==> config.mk <==
export PLATFORM = sky130hd
export DESIGN_NAME = pslab_ctrl
export DESIGN_NICKNAME = d
export VERILOG_FILES = /design/src/hw/rtl/pslab_pkg.sv /design/src/hw/rtl/pslab_ctrl.sv
export SDC_FILE = /design/constraint.sdc
export NUM_CORES = 1
export LEC_CHECK = 0
export ABC_AREA = 1
export BUFFER_PORTS_ARGS = -buffer_cell sky130_fd_sc_hd__buf_2
export CORE_UTILIZATION = 53
export DETAILED_ROUTE_END_ITERATION = 7
export PLACE_DENSITY = 0.84
export SLEW_MARGIN = 15
export SYNTH_ARGS = -nofsm -noshare
export SYNTH_HDL_FRONTEND = slang
export SYNTH_SLANG_ARGS = --single-unit
==> constraint.sdc <==
create_clock -name clk -period 2.4 [get_ports clk]
set_clock_uncertainty 0.05 [all_clocks]
set_input_delay 0.12 -clock clk [delete_from_list [all_inputs] [get_ports clk]]
set_output_delay 0.12 -clock clk [all_outputs]
set_load 0.05 [all_outputs]
==> src/hw/rtl/pslab_pkg.sv <==
// ---------------------------------------------------------------------------
// pslab_pkg
// Shared types, codes and constants of the page slab first-fit allocator.
// ---------------------------------------------------------------------------
`timescale 1ns / 1ps
`default_nettype none

package pslab_pkg;

  // field widths
  localparam int ACT_W      = 2;
  localparam int BYTES_W    = 32;
  localparam int TSLAB_W    = 3;
  localparam int PAGE_W     = 16;
  localparam int STAT_W     = 3;
  localparam int PB_W       = 17;
  localparam int CFG_IDX_W  = 2;
  localparam int CFG_DATA_W = 17;

  // actions
  localparam logic [ACT_W-1:0] ACT_ALLOC = 2'd0;
  localparam logic [ACT_W-1:0] ACT_FREE  = 2'd1;
  localparam logic [ACT_W-1:0] ACT_CLEAR = 2'd2;
  localparam logic [ACT_W-1:0] ACT_NONE  = 2'd3;

  // result status codes
  localparam logic [STAT_W-1:0] STAT_OK           = 3'd0;
  localparam logic [STAT_W-1:0] STAT_TOO_BIG      = 3'd1;
  localparam logic [STAT_W-1:0] STAT_NO_SPACE     = 3'd2;
  localparam logic [STAT_W-1:0] STAT_FREE_UNKNOWN = 3'd3;
  localparam logic [STAT_W-1:0] STAT_TABLE_FULL   = 3'd4;

  // configuration register indexes
  localparam logic [CFG_IDX_W-1:0] CFG_PAGE_BYTES = 2'd0;
  localparam logic [CFG_IDX_W-1:0] CFG_POOL_MAX   = 2'd1;
  localparam logic [CFG_IDX_W-1:0] CFG_SLAB_MAX   = 2'd2;

  // configuration reset values
  localparam logic [PB_W-1:0]   PAGE_BYTES_RST = 17'd512;
  localparam logic [PAGE_W-1:0] POOL_MAX_RST   = 16'd65535;
  localparam logic [PAGE_W-1:0] SLAB_MAX_RST   = 16'd8192;

  // one segment table entry
  typedef struct packed {
    logic              used;
    logic [PAGE_W-1:0] start;
    logic [PAGE_W-1:0] len;
  } seg_entry_t;

  // datapath commands
  typedef logic [4:0] cmd_op_t;
  localparam cmd_op_t CMD_NONE      = 5'd0;
  localparam cmd_op_t CMD_LOAD      = 5'd1;
  localparam cmd_op_t CMD_DIV_STEP  = 5'd2;
  localparam cmd_op_t CMD_SCAN_RD   = 5'd3;
  localparam cmd_op_t CMD_SCAN_NEXT = 5'd4;
  localparam cmd_op_t CMD_HIT       = 5'd5;
  localparam cmd_op_t CMD_GRANT     = 5'd6;
  localparam cmd_op_t CMD_UP_RD     = 5'd7;
  localparam cmd_op_t CMD_UP_WR     = 5'd8;
  localparam cmd_op_t CMD_INSERT    = 5'd9;
  localparam cmd_op_t CMD_NX_RD     = 5'd10;
  localparam cmd_op_t CMD_NX_CHK    = 5'd11;
  localparam cmd_op_t CMD_FREE_WR   = 5'd12;
  localparam cmd_op_t CMD_DN_RD     = 5'd13;
  localparam cmd_op_t CMD_DN_WR     = 5'd14;
  localparam cmd_op_t CMD_DN_FIN    = 5'd15;
  localparam cmd_op_t CMD_NSS       = 5'd16;
  localparam cmd_op_t CMD_OPEN      = 5'd17;
  localparam cmd_op_t CMD_OPEN_REST = 5'd18;
  localparam cmd_op_t CMD_CLEAR     = 5'd19;
  localparam cmd_op_t CMD_FAIL      = 5'd20;
  localparam cmd_op_t CMD_FINISH    = 5'd21;

  typedef struct packed {
    cmd_op_t           op;
    logic [STAT_W-1:0] code;
  } dp_cmd_t;

  typedef struct packed {
    logic act_alloc;
    logic act_free;
    logic act_clear;
    logic tslab_bad;
    logic div_done;
    logic req_too_big;
    logic scan_end;
    logic hit;
    logic split;
    logic seg_full;
    logic up_more;
    logic nx_exists;
    logic dn_more;
    logic pool_full;
    logic new_too_big;
    logic no_slot;
    logic open_excess;
    logic out_busy;
  } dp_status_t;

endpackage

`default_nettype wire

==> src/hw/rtl/pslab_ctrl.sv <==
// ---------------------------------------------------------------------------
// pslab_ctrl
// Sequencer: steps the datapath through divide, scan, split, merge and
// slab open for one request item at a time.
// ---------------------------------------------------------------------------
`timescale 1ns / 1ps
`default_nettype none

module pslab_ctrl (
  input  wire logic                  clk,
  input  wire logic                  rst,
  input  wire logic                  req_valid,
  output      logic                  req_ready,
  input  wire pslab_pkg::dp_status_t sts,
  output      pslab_pkg::dp_cmd_t    cmd
);
  import pslab_pkg::*;

  localparam logic [4:0] ST_IDLE   = 5'd0;
  localparam logic [4:0] ST_DEC    = 5'd1;
  localparam logic [4:0] ST_DIV    = 5'd2;
  localparam logic [4:0] ST_DCHK   = 5'd3;
  localparam logic [4:0] ST_SRD    = 5'd4;
  localparam logic [4:0] ST_SCHK   = 5'd5;
  localparam logic [4:0] ST_AHIT   = 5'd6;
  localparam logic [4:0] ST_UPCHK  = 5'd7;
  localparam logic [4:0] ST_UPWR   = 5'd8;
  localparam logic [4:0] ST_FHIT   = 5'd9;
  localparam logic [4:0] ST_NXCHK  = 5'd10;
  localparam logic [4:0] ST_FWR    = 5'd11;
  localparam logic [4:0] ST_DNCHK  = 5'd12;
  localparam logic [4:0] ST_DNWR   = 5'd13;
  localparam logic [4:0] ST_MISS   = 5'd14;
  localparam logic [4:0] ST_OPEN   = 5'd15;
  localparam logic [4:0] ST_OREST  = 5'd16;
  localparam logic [4:0] ST_FINISH = 5'd17;

  logic [4:0] state;
  logic [4:0] state_next;

  // state register
  always_ff @(posedge clk) begin
    if (rst) begin
      state <= ST_IDLE;
    end else begin
      state <= state_next;
    end
  end

  // next state and command
  always_comb begin
    state_next = state;
    req_ready  = 1'b0;
    cmd.op     = CMD_NONE;
    cmd.code   = STAT_OK;
    case (state)
      ST_IDLE: begin
        req_ready = 1'b1;
        if (req_valid) begin
          cmd.op     = CMD_LOAD;
          state_next = ST_DEC;
        end
      end
      ST_DEC: begin
        if (sts.act_alloc) begin
          state_next = ST_DIV;
        end else if (sts.act_free) begin
          if (sts.tslab_bad) begin
            cmd.op     = CMD_FAIL;
            cmd.code   = STAT_FREE_UNKNOWN;
            state_next = ST_FINISH;
          end else begin
            state_next = ST_SRD;
          end
        end else if (sts.act_clear) begin
          cmd.op     = CMD_CLEAR;
          state_next = ST_FINISH;
        end else begin
          state_next = ST_FINISH;
        end
      end
      ST_DIV: begin
        if (sts.div_done) begin
          state_next = ST_DCHK;
        end else begin
          cmd.op = CMD_DIV_STEP;
        end
      end
      ST_DCHK: begin
        if (sts.req_too_big) begin
          cmd.op     = CMD_FAIL;
          cmd.code   = STAT_TOO_BIG;
          state_next = ST_FINISH;
        end else begin
          state_next = ST_SRD;
        end
      end
      // segment scan: read, then check
      ST_SRD: begin
        if (sts.scan_end) begin
          if (sts.act_alloc) begin
            state_next = ST_MISS;
          end else begin
            cmd.op     = CMD_FAIL;
            cmd.code   = STAT_FREE_UNKNOWN;
            state_next = ST_FINISH;
          end
        end else begin
          cmd.op     = CMD_SCAN_RD;
          state_next = ST_SCHK;
        end
      end
      ST_SCHK: begin
        if (sts.hit) begin
          cmd.op     = CMD_HIT;
          state_next = sts.act_alloc ? ST_AHIT : ST_FHIT;
        end else begin
          cmd.op     = CMD_SCAN_NEXT;
          state_next = ST_SRD;
        end
      end
      // allocate from a fitting segment, split off the excess
      ST_AHIT: begin
        if (sts.split && sts.seg_full) begin
          cmd.op     = CMD_FAIL;
          cmd.code   = STAT_TABLE_FULL;
          state_next = ST_FINISH;
        end else begin
          cmd.op     = CMD_GRANT;
          state_next = sts.split ? ST_UPCHK : ST_FINISH;
        end
      end
      ST_UPCHK: begin
        if (sts.up_more) begin
          cmd.op     = CMD_UP_RD;
          state_next = ST_UPWR;
        end else begin
          cmd.op     = CMD_INSERT;
          state_next = ST_FINISH;
        end
      end
      ST_UPWR: begin
        cmd.op     = CMD_UP_WR;
        state_next = ST_UPCHK;
      end
      // free with merge of free neighbors
      ST_FHIT: begin
        if (sts.nx_exists) begin
          cmd.op     = CMD_NX_RD;
          state_next = ST_NXCHK;
        end else begin
          state_next = ST_FWR;
        end
      end
      ST_NXCHK: begin
        cmd.op     = CMD_NX_CHK;
        state_next = ST_FWR;
      end
      ST_FWR: begin
        cmd.op     = CMD_FREE_WR;
        state_next = ST_DNCHK;
      end
      ST_DNCHK: begin
        if (sts.dn_more) begin
          cmd.op     = CMD_DN_RD;
          state_next = ST_DNWR;
        end else begin
          cmd.op     = CMD_DN_FIN;
          state_next = ST_FINISH;
        end
      end
      ST_DNWR: begin
        cmd.op     = CMD_DN_WR;
        state_next = ST_DNCHK;
      end
      // nothing fits: try to open a new slab
      ST_MISS: begin
        if (sts.pool_full) begin
          cmd.op     = CMD_FAIL;
          cmd.code   = STAT_NO_SPACE;
          state_next = ST_FINISH;
        end else begin
          cmd.op     = CMD_NSS;
          state_next = ST_OPEN;
        end
      end
      ST_OPEN: begin
        if (sts.new_too_big) begin
          cmd.op     = CMD_FAIL;
          cmd.code   = STAT_NO_SPACE;
          state_next = ST_FINISH;
        end else if (sts.no_slot) begin
          cmd.op     = CMD_FAIL;
          cmd.code   = STAT_TABLE_FULL;
          state_next = ST_FINISH;
        end else begin
          cmd.op     = CMD_OPEN;
          state_next = sts.open_excess ? ST_OREST : ST_FINISH;
        end
      end
      ST_OREST: begin
        cmd.op     = CMD_OPEN_REST;
        state_next = ST_FINISH;
      end
      ST_FINISH: begin
        if (!sts.out_busy) begin
          cmd.op     = CMD_FINISH;
          state_next = ST_IDLE;
        end
      end
      default: begin
        state_next = ST_IDLE;
      end
    endcase
  end
endmodule

`default_nettype wire

# Word level (Yosys, flattened, before mapping)
# Index checks and enable logic that the tools add are counted.
[classes]
n_eq_ne = 20
muxes = 47
n_reduce_logical = 4
[ops]
columns = ["operator", "n"]
rows = [
  ["$mux W5", 20],
  ["$pmux W5 S18", 1],
  ["$pmux W5 S17", 1],
  ["$eq A5 B4 Y1 const B", 8],
  ["$mux W8", 4],
  ["$eq A5 B3 Y1 const B", 4],
  ["$mux W3", 6],
  ["$pmux W3 S6", 1],
  ["$mux W4", 4],
  ["$eq A5 B2 Y1 const B", 2],
  ["$eq A5 B5 Y1 const B", 2],
  ["$mux W1", 6],
  ["$mux W2", 3],
  ["$mux W6", 1],
  ["$ne A2 B2 Y1 const B", 3],
  ["$eq A5 B1 Y1 const B", 1],
  ["$logic_not A5 Y1", 1],
  ["$reduce_and A3 Y1", 1],
  ["$reduce_or A2 Y1", 1],
  ["$logic_and A1 B1 Y1", 1],
]
[totals]
regBits = 5
elab_cells = 72

# Depth between registers and ports, before layout
[logic_depth]
ltp_word = 4
ltp_mapped = 11
mapped_depth_nobuf = 11

# Worst setup path before layout
# Ideal clock, no wire load.
[synth_timing]
path_kind = "register to output"
startpoint = "register state[0]"
endpoint = "output port cmd[1] (netlist bit)"
arrival_time_ps = 1554
t_required_ps = 2230
slack_ps = 676
path_stages_with_launch = 5
n_path_buf = 0
path_cell_list = "dfxtp_1 -> nand2_1 -> nor2_2 -> nand2_1 -> o211ai_1"
[synth_lines]
columns = ["element", "line", "source"]
rows = [
  ["start, declared", "pslab_ctrl.sv:38", "logic [4:0] state;"],
  ["start signal, assigned", "pslab_ctrl.sv:46", "state <= state_next;"],
  ["end, declared", "pslab_ctrl.sv:15", "output pslab_pkg::dp_cmd_t cmd"],
]

==> out/metrics.cfg <==
[clocking]
htreeDepth = 1
cts-hold-fix-buffers = 0
cts_made_buffers = 3
root_buffer = clkbuf_4
cts.sinks = 5
clk_latency_ns = 0.25
cts_tree = done
cts_resized = 0
post_cts_buffers = 0
clock_path_buffers = 2
clkTransAtPathRegs_ns = 0.05

[min_path]
hold_path.class = in -> reg
min_from = rst
hold_path_end = state[3]
timing.hold.worst_path_depth = 2

[worst_setup_path]
regToRegStartpoint = state[4]
worstRegToRegCells = 9
regToRegSetupSlack_ns = 0.82
crit_path_start_kind = flip-flop
cp_slowest_cell = dfxtp_1
cp.required_ns = 2.23
path_class = reg -> out
cp_max_fo = 8
path_depth = 6
cpPeakStageDelay_ns = 0.40
cp_data_arrival_time_ns = 1.85
crit_buf_inv = 1
r2r-end = state[0]
path_delay_family = simple AND/OR/NAND/NOR gates
cp_cell_sequence = nor2_4 > nand3_2 > nor4_2 > nor2_1 > o211ai_1 > buf_2
endpoint_kind = primary output

[routing]
first_pass_iters = 4
routed_wl_um = 2700
wire_per_inst_um = 12.2
via_per_inst = 5.78
drc = 0
vias = 1284
postRouteAntennaNets = 0
drtIter0Drc = 99

[yosys]
post-synth-top-area-fraction_pct = 13.6
post-synth-top-area-cell = nand2_1
synth-simple-area-share_pct = 62.0
yosysMostFrequentCell = nand2_1
avgSynthCellArea_um2 = 5.07
synth_xor_area_share_pct = 0
syn_nets = 195
async_reset_ff_share_pct = 0
synth_fa_ha_area_share_pct = 0
yosysUniqueCellTypes = 23
synth_compound_area_share_pct = 10.5
synthFlopType = dfxtp_1
yosys_warnings = 0
synth.mux.area_fraction_pct = 0
syn_area_um2 = 882
synth_seq_cells = 5
synth_area_leaders = nand2_1 (14%), inv_1 (13%), nand3_1 (12%)
syn_inst = 174
yosysSeqAreaShare_pct = 11.3
synthTopCellsByCount = nand2_1 (32), inv_1 (31), nor2_1 (26)
synth-edff-count = 0
synth_top_family_by_area = simple AND/OR/NAND/NOR gates

[pwr]
leakage_nw = 0.668
total_power_mw = 0.800
powerDensity_nw_per_um2 = 748
vdd_drop_max_uv = 565

[placed_design]
routabilityCongestion = 0.972
hpwlAfterDp_um = 2280
placed_cell_area_um2 = 1040
io_buffers = 29

[layout]
final_area_um2 = 1070
num_antenna_cells = 0
fin_nets = 228
area_delta_synth_final_pct = 21.3
layout-drive-gt1-share_pct = 23.8
reg_top3 = state x5
largest_reg_flops = 5
regMostFlops = state

[global_routing]
track_usage_pct = 31.2
grt_pass1_vias = 1113
overflow = 0
grt_start_max_net_pins = 9
grt_pass1_wl_um = 4440
antenna_found_initial = 0

[sta]
fin_crit_sh_pct = 84.3
slew_headroom_pct = 76.8
setup_viol = 0
worst_pin_slew_ns = 0.346
drv_slew = 0
final.min_clock_period_ns = 2.02
grt_setup_unrepaired = false
setup-tns-final_ns = 0
hold_violations = 0
fmax_ghz = 0.494

[die]
die_height_um = 42.8
num_rows = 14
start_util_pct = 57.9
core-area_um2 = 1520
dieArea_um2 = 1830
die_w_um = 42.8
io_pins = 30

[run_status]
outcome = finished, final reports clean

[run]
drv_cap = 0

==> placed cells by master (no fill, tap or decap) <==
master	instances
nand2_1	32
inv_1	31
buf_2	29
nor2_1	26
nand3_1	22
nor3_1	12
a21oi_1	7
nor2_2	6
inv_2	6
nand4_1	6
o21ai_0	5
dfxtp_1	5
clkbuf_4	3
nand3_2	2
o211ai_1	2
nor3b_1	2
o21ai_1	2
nor2_4	1
nand2_2	1
nor4_1	1
or2_0	1
nor4_2	1
or2_1	1
o21bai_1	1
clkbuf_1	1
==> logic make-up (layout without fill, tap and decap cells) <==
group,count (synthesis),after routing
AOI/OAI and AO/OA,17,17
buffers and inverters,38,70
DFF,5,5
and+or+nand+nor,114,114
==> report_power, final <==
group	switching [mW]	total, mW	internal [mW]	leakage (nW)
logic	0.407	0.560	0.152	0.612
registers	0.0361	0.138	0.102	0.0408
clock network	0.0387	0.102	0.0631	0.0150
==> how the worst max path moves through the flow <==
stage / slack [ns] / to / start
2_1_floorplan: 0.68 / cmd[1] / state[0]
3_3_place_gp: 0.70 / cmd[1] / state[2]
3_5_place_dp: 0.68 / cmd[1] / state[2]
4_1_cts: 0.39 / cmd[1] / state[2]
5_1_grt: 0.22 / cmd[1] / state[0]
6_report: 0.38 / cmd[1] / state[2]
==> metrics by stage <==
step | instances | util, % | worst slack (ns) | hold WS (ns)
final | 222 | 70.2 | 0.376 | 0.0282
after floorplan | 174 | - | 0.676 | 0.139
after detailed placement | 218 | 68.5 | 0.679 | 0.285
after CTS | 222 | 70.2 | 0.388 | 0.0166
after global placement | 218 | 68.5 | 0.696 | 0.289
after global routing | 222 | 70.2 | 0.219 | 0.0262
==> per-layer routing <==
metal / vias to the layer above / track usage [%] / wire, um
li1: 624 / - / -
met2: 92 / 51.2 / 1260
met5: - / 0 / 0
met1: 566 / 40.6 / 1110
met3: 2 / 5.96 / 326
met4: 0 / 10.0 / 11
==> worst register-to-register path: cells and delay by family, from the launching register on <==
family | cells | cell delay (ns)
AOI/OAI and AO/OA | 2 | 0.32
buffers and inverters | 1 | 0.05
DFF | 1 | 0.46
and+or+nand+nor | 6 | 0.58
==> final cells by class <==
cell class / instances / area [um^2]
well taps: 16 / 20.0
clock buffers: 4 / 26.3
inverters: 37 / 139
fillers: 153 / 454
multi-input cells: 131 / 639
flip-flops and latches: 5 / 100
repair buffers: 29 / 145
(Power assumes the default switching activity.)
